**src/rtl/avws_pkg.sv**
```systemverilog
package avws_pkg;

  localparam int AXIS_SIZE      = 64;
  localparam int AXIS_BITS      = $clog2(AXIS_SIZE);
  localparam int VOXEL_BITS     = 16;
  localparam int NUM_BANKS      = 8;
  localparam int BANK_AXIS_BITS = AXIS_BITS - 1;
  localparam int BANK_ADDR_BITS = 3 * BANK_AXIS_BITS;
  localparam int BANK_DEPTH     = 1 << BANK_ADDR_BITS;

  localparam int CFG_DATA_BITS = 60;
  localparam int CFG_IDX_BITS  = 3;
  localparam int FIELD_BITS    = 20;
  localparam int OFF_BITS      = 21;
  localparam int PROD_BITS     = FIELD_BITS + OFF_BITS;
  localparam int ACC_BITS      = 44;
  localparam int DIM_BITS      = 7;
  localparam int DIMS_BITS     = 3 * DIM_BITS;
  localparam int FRAC_BITS     = 16;
  localparam int POS_BITS      = AXIS_BITS + 1;

  // Register indexes on the configuration channel.
  localparam logic [CFG_IDX_BITS-1:0] CFG_ROW_Z  = 3'd0;
  localparam logic [CFG_IDX_BITS-1:0] CFG_ROW_Y  = 3'd1;
  localparam logic [CFG_IDX_BITS-1:0] CFG_ROW_X  = 3'd2;
  localparam logic [CFG_IDX_BITS-1:0] CFG_TRANS  = 3'd3;
  localparam logic [CFG_IDX_BITS-1:0] CFG_PIVOT  = 3'd4;
  localparam logic [CFG_IDX_BITS-1:0] CFG_DIMS   = 3'd5;
  localparam logic [CFG_IDX_BITS-1:0] CFG_ORDER  = 3'd6;

  localparam logic OP_WRITE  = 1'b0;
  localparam logic OP_SAMPLE = 1'b1;

  localparam logic [CFG_DATA_BITS-1:0] ROW_Z_RESET = 60'd65536;
  localparam logic [CFG_DATA_BITS-1:0] ROW_Y_RESET = 60'd68719476736;
  localparam logic [CFG_DATA_BITS-1:0] ROW_X_RESET = 60'd72057594037927936;
  localparam logic [DIMS_BITS-1:0]     DIMS_RESET  = 21'd1056832;

  typedef struct packed {
    logic [2:0][CFG_DATA_BITS-1:0] rows;
    logic [CFG_DATA_BITS-1:0]      trans;
    logic [CFG_DATA_BITS-1:0]      pivot;
    logic [DIMS_BITS-1:0]          dims;
    logic                          order;
  } cfg_t;

  typedef struct packed {
    logic                                        valid;
    logic                                        is_write;
    logic [2:0]                                  wr_bank;
    logic [BANK_ADDR_BITS-1:0]                   wr_addr;
    logic [VOXEL_BITS-1:0]                       wr_data;
    logic [NUM_BANKS-1:0][BANK_ADDR_BITS-1:0]    rd_addr;
    logic [2:0]                                  base_par;
    logic [2:0][FRAC_BITS-1:0]                   frac;
    logic                                        in_vol;
  } mem_req_t;

  typedef struct packed {
    logic                                     valid;
    logic                                     in_vol;
    logic [2:0]                               base_par;
    logic [2:0][FRAC_BITS-1:0]                frac;
    logic [NUM_BANKS-1:0][VOXEL_BITS-1:0]     corner;
  } rd_rsp_t;

  function automatic logic signed [FIELD_BITS-1:0] fld(input logic [CFG_DATA_BITS-1:0] p,
                                                      input int slot);
    return $signed(p[slot*FIELD_BITS +: FIELD_BITS]);
  endfunction

  // Linear blend with 16-bit weight; a zero weight passes a through untouched.
  function automatic logic [VOXEL_BITS-1:0] lerp(input logic [VOXEL_BITS-1:0] a,
                                                 input logic [VOXEL_BITS-1:0] b,
                                                 input logic [FRAC_BITS-1:0] f);
    logic [VOXEL_BITS+FRAC_BITS:0] acc;
    acc = (VOXEL_BITS+FRAC_BITS+1)'(a) * (VOXEL_BITS+FRAC_BITS+1)'(17'h1_0000 - 17'(f))
        + (VOXEL_BITS+FRAC_BITS+1)'(b) * (VOXEL_BITS+FRAC_BITS+1)'(f)
        + (VOXEL_BITS+FRAC_BITS+1)'(17'h0_8000);
    if (f == '0) begin
      return a;
    end
    return acc[FRAC_BITS +: VOXEL_BITS];
  endfunction

endpackage

```
**src/rtl/avws_cfg_regs.sv**
```systemverilog
module avws_cfg_regs (
  input  logic                               clk,
  input  logic                               rst,
  input  logic                               wr_en,
  input  logic [avws_pkg::CFG_IDX_BITS-1:0]  wr_index,
  input  logic [avws_pkg::CFG_DATA_BITS-1:0] wr_data,
  output avws_pkg::cfg_t                     cfg
);

  always_ff @(posedge clk) begin
    if (rst) begin
      cfg.rows[0] <= avws_pkg::ROW_Z_RESET;
      cfg.rows[1] <= avws_pkg::ROW_Y_RESET;
      cfg.rows[2] <= avws_pkg::ROW_X_RESET;
      cfg.trans   <= '0;
      cfg.pivot   <= '0;
      cfg.dims    <= avws_pkg::DIMS_RESET;
      cfg.order   <= 1'b1;
    end else if (wr_en) begin
      unique case (wr_index)
        avws_pkg::CFG_ROW_Z: cfg.rows[0] <= wr_data;
        avws_pkg::CFG_ROW_Y: cfg.rows[1] <= wr_data;
        avws_pkg::CFG_ROW_X: cfg.rows[2] <= wr_data;
        avws_pkg::CFG_TRANS: cfg.trans   <= wr_data;
        avws_pkg::CFG_PIVOT: cfg.pivot   <= wr_data;
        avws_pkg::CFG_DIMS:  cfg.dims    <= wr_data[avws_pkg::DIMS_BITS-1:0];
        avws_pkg::CFG_ORDER: cfg.order   <= wr_data[0];
        default: ;
      endcase
    end
  end

endmodule

```
**config.mk**
```make
export PLATFORM = sky130hd
export DESIGN_NAME = avws_cfg_regs
export DESIGN_NICKNAME = d
export VERILOG_FILES = /design/src/rtl/avws_pkg.sv /design/src/rtl/avws_cfg_regs.sv
export SDC_FILE = /design/constraint.sdc
export NUM_CORES = 1
export LEC_CHECK = 0
export BUFFER_PORTS_ARGS = -buffer_cell sky130_fd_sc_hd__buf_2
export CAP_MARGIN = 10
export CORE_MARGIN = 2
export CORE_UTILIZATION = 46
export DETAILED_ROUTE_END_ITERATION = 7
export MAX_ROUTING_LAYER = met4
export PLACE_DENSITY = 0.76
export SLEW_MARGIN = 0
export SYNTH_ARGS = -nofsm -noshare
export SYNTH_HDL_FRONTEND = slang
export SYNTH_SLANG_ARGS = --single-unit
```
**constraint.sdc**
```tcl
create_clock -name clk -period 1.45 [get_ports clk]
set_input_delay 0.29 -clock clk [delete_from_list [all_inputs] [get_ports clk]]
set_output_delay 0.29 -clock clk [all_outputs]
set_load 0.03 [all_outputs]
```
Word level (Yosys, flattened, before mapping)
Cells that the tools add are included.
Word-level totals
  bits of input ports: 66
  register bits: 322
Cells by class
  reductions and logical operators: 8
  equality and inequality tests: 6
Operators with widths (number)
  $reduce_and A2 Y1: 7
  $eq A3 B3 Y1 const B: 3
  $eq A3 B2 Y1 const B: 2
  $eq A3 B1 Y1 const B: 1
  $logic_not A3 Y1: 1

Logic depth before layout (Yosys ltp)
Gate-level depths: netlist of run 1.
  depth in word-level cells: 2
  depth in mapped cells: 5
  depth with buffers taken out: 2

Least setup slack after synthesis of run 1
Ideal clock, no wire load.
  path type: input-to-reg
  start: input wr_index[2] (netlist name)
  end: register cfg[191] (netlist name)
  setup slack: 0.020 ns
  cell stages on the path: 5
  arrival: 1.307 ns
  data required time: 1.328 ns
  library setup time: 0.122 ns
  cells stage by stage: clkbuf_1 -> or4b_1 -> buf_6 -> buf_12 -> mux2i_1
On the way
  longest elaborated chain between the ends: 2
Ends and longest elaborated chain
  from (decl): line avws_cfg_regs.sv:5  | input logic [avws_pkg::CFG_IDX_BITS-1:0] wr_index,
  $logic_not A3 Y1: line avws_cfg_regs.sv:20  | unique case (wr_index)
  $reduce_and A2 Y1 (no line)
  to (decl): line avws_cfg_regs.sv:7  | output avws_pkg::cfg_t cfg
No other way between the ends.
A chain may end at the register's enable or synchronous reset.

Worst setup path in the final report of run 1
  start: register cfg[295] (netlist name)
  end: output cfg[295] (netlist name)
No word-level cell between the ends.

==> run_results.csv, run 1 <==
group,metric,value,unit
hold_path,holdPathStages,3,
detailed_routing,wl_per_cell,17.7,µm
global_route,grt_max_degree,65,
clock_tree,root_buffer,"clkbuf_16",
layout,final_cell_count_no_fill,1876,
synth,yosysSeqAreaShare,51.4,%
hold_path,hold_path_class,"in -> reg",
setup_path,crit_type,"reg -> out",
placed_design,pre_cts_ws,-0.0989,ns
synth,ys_top_cells_by_area,"dfxtp_1, mux2i_1, nand2b_1",
clock_tree,cts_buffer_depth,3,
synth,synth_top_family_by_area,"multiplexers",
synth,synthArstFlopShare,0,%
run,cap_violations,0,
clock_tree,worst_skew_pair.late_latency,0.49,ns
synth,ys_warn_count,0,
floorplanning,fp.dieH,169,µm
synth,synthXorXnorAreaFrac,0,%
clock_tree,path_clk_slew,0.06,ns
sta,fin_setup_tns,0,ns
sta,tightest_slew,0.351,ns
detailed_routing,drt_iter0_drc,383,
synth,synth-compound-area-share,0,%
synth,yosys.area_share.simple,19.8,%
global_route,gr-total-overflow,0,
pwr,ir_worst_vdd,0.803,mV
synth,synth.most_common_cell,"nand2b_1",
layout,nets,1575,
sta,finalClockSkew,0,ns
placed_design,dpl.hpwl,23000,µm
global_route,grt_pass1_vias,9310,
setup_path,cpPeakStageDelay,0.40,ns
sta,relSlewSlack,76.6,%
detailed_routing,drc_errors,0,
clock_tree,cts_hold_buf,0,
synth,synth_cell_types,14,
floorplanning,start_util,46.7,%
synth,synth_nets,1191,
setup_path,rr_startpoint,"cfg[206]$_SDFFE_PP0P_",
layout,largestRegisters,"cfg: 322 flops",
setup_path,worst-path-buf-inv,1,
hold_path,hold_end,"cfg[21]$_SDFFE_PP1P_",
sta,setup_viol,0,
layout,drive_gt1_share,31.7,%
detailed_routing,drtPass1Iterations,4,
placed_design,port_buffers,387,
setup_path,cp_top_family,"flip-flops",
global_route,grtUsageTotal,23.0,%
synth,synthAdderAreaFrac,0,%
clock_tree,cts_tree,"done",
synth,synthFlopType,"dfxtp_1",
layout,regMostFlops,"cfg",
layout,syn2layout_area_growth,29.9,%
pwr,leakage,8.71,nW
floorplanning,dieArea,28600,µm²
setup_path,critPathArrivalTime,1.12,ns
setup_path,worst-path-max-fanout,2,
detailed_routing,avgViaCountPerCell,4.90,
sta,hold_violations,0,
detailed_routing,ant_nets,0,
global_route,antenna_found_initial,2,
clock_tree,cts_buffers,34,
sta,fin_crit,1.41,ns
setup_path,end_kind,"primary output",
status,outcome,"complete, no violations",
setup_path,worstPathCellList,"clkbuf_4",
detailed_routing,via_count,9196,
global_route,grt_pass1_wl,50700,µm
sta,max_freq,711,MHz
synth,netlist_instances,1125,
floorplanning,die_w,169,µm
floorplanning,io_pins,388,
sta,rsz0062_at_grt,"no",
synth,synth.mux.area_fraction,25.7,%
layout,largest_register_ffs,322,
synth,synth_common_cells,"nand2b_1, dfxtp_1, mux2i_1",
hold_path,min-delay-start,"wr_data[20]",
synth,yosysTopAreaCell,"dfxtp_1",
floorplanning,core_area,26900,µm²
synth,synth_area,12600,µm²
setup_path,timing.rr.end,"cfg[206]$_SDFFE_PP0P_",
clock_tree,cts_sinks,322,
clock_tree,postCtsSetupBuffers,0,
clock_tree,h-tree-depth,2,
setup_path,required,1.16,ns
synth,ys_seq_elements,322,
sta,fin_ws,0.0428,ns
synth,yosysTopAreaCellShare,51.4,%
placed_design,place.gp.congestion,0.811,
pwr,powerDensity,1200,nW/µm²
sta,period_share,97.0,%
setup_path,cpMaxStageDelayCell,"dfxtp_1",
setup_path,reg2reg_depth,2,
synth,synth_edf_count,0,
synth,syn_avg_cell_area,11.2,µm²
detailed_routing,drt_wl_total,33200,µm
floorplanning,rows,60,
setup_path,start_kind,"register",
placed_design,dp.cells,1814,
sta,slew_violations,0,
setup_path,rrSetupSlack,0.77,ns
==> metrics by stage <==
step	total power, mW	cell area [µm²]	hold WS, ns	util [%]
after floorplan	10.4	12600	0.451	-
after global placement	11.0	15200	0.454	56.4
after detailed placement	11.0	15200	0.457	56.4
after CTS	19.8	16300	0.0428	60.7
after global routing	20.2	16300	0.0731	60.7
final	19.6	16300	0.0594	60.7
==> area by class of cell <==
cell class                 instances  area [µm²]
clock inverter                     7        88.8
timing repair buffer             431        2520
clock buffer                      53        1050
antenna                            2        5.00
multi-input combinational        720        5780
tap                              341         427
fill                            2210       10600
sequential                       322        6450
==> per-layer routing <==
layer  share of wire, %  up-vias  global-route usage (%)
met1                 43     4324                    27.7
met5                  0        -                       -
met4                3.2        0                    8.55
li1                   -     4480                       -
met2                 46      325                    37.3
met3                7.4       67                    5.78
==> where the power goes <==
| part | leakage, nW | switching, mW | internal, mW |
|---|---|---|---|
| Combinational | 5.54 | 1.03 | 0.659 |
| Sequential | 2.61 | 0.0997 | 9.04 |
| Clock | 0.559 | 3.41 | 5.32 |
==> cell families (layout without fill, tap and decap cells) <==
family | count (synthesis) | in the layout
AND/OR/NAND/NOR | 398 | 398
flip-flops | 322 | 322
multiplexers | 322 | 322
buffers and inverters | 83 | 491
other | 0 | 2
==> what timing repair did <==
action,CTS,global route
gates resized for setup,0,1
endpoints found under the setup margin,0,1
endpoints found under the hold margin,0,0
==> worst max-delay path by stage <==
stage | start | to | slack, ns | cells past startpoint
after CTS | cfg[206]$_SDFFE_PP0P_ | cfg[206] | 0.01 | 1
after floorplan | wr_index[2] | cfg[191]$_SDFFE_PP0P_ | 0.02 | 5
after global placement | wr_index[1] | cfg[199]$_SDFFE_PP0P_ | -0.11 | 4
final | cfg[295]$_SDFFE_PP0P_ | cfg[295] | 0.04 | 1
after global routing | cfg[295]$_SDFFE_PP0P_ | cfg[295] | 0.001 | 1
after detailed placement | wr_index[1] | cfg[187]$_SDFFE_PP0P_ | -0.1 | 4
==> cell usage in the layout, fill, tap and decap left out, drive strengths merged <==
master	instances
clkbuf	55
nand2b	375
nand4bb	3
bufinv	2
dfxtp	322
diode	2
nor2	14
nand4b	3
clkinv	5
buf	429
nor4b	1
or4b	1
nor4bb	1
mux2i	322
Note: power is estimated with default switching activity, not from simulation.
==> inputs of run 2 (changes only) <==
- CORE_ASPECT_RATIO: not set -> 0.7
==> run_results.csv, run 2 (same netlist as run 1, synthesis figures left out) <==
group,metric,value,unit
status,outcome,"complete, no violations",
floorplanning,io_pins,388,
run,cap_violations,0,
floorplanning,rows,50,
sta,slew_violations,0,
detailed_routing,drc_errors,0,
setup_path,reg2reg_depth,2,
setup_path,start_kind,"register",
hold_path,min-delay-start,"wr_data[56]",
global_route,antenna_found_initial,3,
pwr,leakage,8.70,nW
sta,finalClockSkew,0,ns
sta,relSlewSlack,61.1,%
clock_tree,worst_skew_pair.late_latency,0.54,ns
setup_path,cp_top_family,"flip-flops",
detailed_routing,drt_iter0_drc,344,
sta,tightest_slew,0.583,ns
setup_path,cpPeakStageDelay,0.33,ns
setup_path,endpoint,"cfg[130]",
layout,largestRegisters,"cfg: 322 flops",
clock_tree,root_buffer,"clkbuf_16",
clock_tree,cts_tree,"done",
layout,final_cell_mix,"nand2b_1, buf_2, mux2i_1, dfxtp_1, clkbuf_16",
setup_path,rrSetupSlack,0.77,ns
layout,fin_area,16400,µm²
floorplanning,die_w,201,µm
detailed_routing,drt_wl_total,34700,µm
setup_path,timing.rr.end,"cfg[234]$_SDFFE_PP0P_",
layout,final_common_cell,"nand2b_1",
setup_path,required,1.16,ns
floorplanning,dieArea,28600,µm²
setup_path,critPathArrivalTime,1.12,ns
global_route,grt_max_degree,74,
global_route,grtUsageTotal,23.9,%
clock_tree,h-tree-depth,1,
clock_tree,cts_buffer_depth,3,
setup_path,cp-startpoint,"cfg[130]$_SDFFE_PP0P_",
layout,regMostFlops,"cfg",
pwr,p_sw,4.64,mW
setup_path,crit_type,"reg -> out",
sta,fin_crit,1.41,ns
sta,period_share,97.4,%
clock_tree,path_clk_slew,0.07,ns
pwr,combPwrFrac,8.8,%
detailed_routing,drtPass1Iterations,4,
detailed_routing,wl_per_cell,18.3,µm
clock_tree,cts_buffers,30,
sta,hold_ws,0.0207,ns
layout,drive_gt1_share,32.0,%
placed_design,place_area,15200,µm²
layout,syn2layout_area_growth,30.5,%
setup_path,end_kind,"primary output",
detailed_routing,avgViaCountPerCell,4.94,
floorplanning,fp.dieH,142,µm
detailed_routing,via_count,9361,
detailed_routing,ant_nets,0,
placed_design,place.gp.congestion,0.811,
layout,largest_register_ffs,322,
pwr,powerDensity,1190,nW/µm²
clock_tree,postCtsSetupBuffers,0,
global_route,gr-total-overflow,0,
placed_design,dpl.hpwl,24500,µm
floorplanning,core_area,26800,µm²
pwr,clkPwrFrac,44.4,%
layout,nets,1571,
sta,hold_violations,0,
setup_path,worst-path-buf-inv,1,
floorplanning,start_util,46.9,%
setup_path,cpMaxStageDelayCell,"dfxtp_1",
pwr,p_sw_share,23.7,%
clock_tree,cts_sinks,322,
global_route,grt_pass1_vias,9405,
setup_path,worst-path-max-fanout,2,
pwr,power.internal,14.9,mW
global_route,grt_pass1_wl,52900,µm
setup_path,critical_path_depth,1,
hold_path,hold_path_class,"in -> reg",
pwr,ir_worst_vdd,0.848,mV
sta,max_freq,708,MHz
pwr,seqPwrFrac,46.8,%
pwr,fin_total_pwr,19.6,mW
sta,setup_viol,0,
setup_path,rr_startpoint,"cfg[234]$_SDFFE_PP0P_",
setup_path,worstPathCellList,"buf_2",
layout,fillers,2205,
placed_design,port_buffers,387,
## run 2: cell types whose count changed in the layout (fill, tap and decap cells not counted), moves of 2 or more
cell,change
buf_2,-15
clkbuf_16,-6
buf_4,+2
inv_6,+2
clkbuf_4,+10
clkbuf_1,-8
bufinv_16,+2
buf_12,+2
clkbuf_8,+5
## run 2: per-layer routing
metal  track usage, %  routed length [µm]  vias to the layer above
met5                -                   0                        -
met4             7.08                1010                        0
met3             5.38                2180                       66
met2             39.2               16200                      284
met1             29.8               15400                     4524
li1                 -                   -                     4487
## run 2: layout make-up
type,instances,area (µm²),share of cell area [%]
Clock buffer,44,935,5.70
Tap cell,364,455,2.78
Timing Repair Buffer,431,2580,15.8
Antenna cell,3,7.51,0.0458
Clock inverter,12,180,1.10
Sequential cell,322,6450,39.3
Multi-Input combinational cell,720,5780,35.3
## run 2: what timing repair did
| item | in CTS | in global routing |
|---|---|---|
| hold buffers | 1 | 0 |
| resized for setup | 4 | 13 |
| endpoints found under the hold margin | 1 | 0 |
| pin swaps | 0 | 0 |
| gates cloned | 0 | 0 |
| setup endpoints to repair | 4 | 12 |
## run 2: stage by stage
step / std cells / util (%) / TNS [ns] / worst slack (ns)
after floorplan: 1125 / - / 0 / 0.0204
after global placement: 1836 / 56.8 / -0.00642 / -0.00642
after detailed placement: 1836 / 56.8 / -1.84 / -0.113
after CTS: 1893 / 61.1 / 0 / 0.00749
after global routing: 1896 / 61.2 / -0.00573 / -0.00573
final: 1896 / 61.2 / 0 / 0.0374
## run 2: how the worst min path moves through the flow
stage	end	depth (start not counted)
after floorplan	cfg[0]$_SDFFE_PP1P_	2
after global placement	cfg[153]$_SDFFE_PP0P_	2
after detailed placement	cfg[149]$_SDFFE_PP0P_	2
after CTS	cfg[158]$_SDFFE_PP1P_	3
after global routing	cfg[318]$_SDFFE_PP1P_	3
final	cfg[318]$_SDFFE_PP1P_	3
## run 2: worst min-delay path, delay by kind of cell
family / cells / cell delay, ns
and+or+nand+nor: 1 / 0.04
buffers and inverters: 1 / 0.09
muxes: 1 / 0.11
## run 2: power groups by stage
stage               logic [mW]  clock network [mW]  registers (mW)
floorplan                0.708                   0            9.72
global placement          1.70                   0            9.33
detailed placement        1.72                   0            9.34
CTS                       1.73                8.83            9.14
global route              1.82                9.20            9.16
finish                    1.72                8.69            9.14
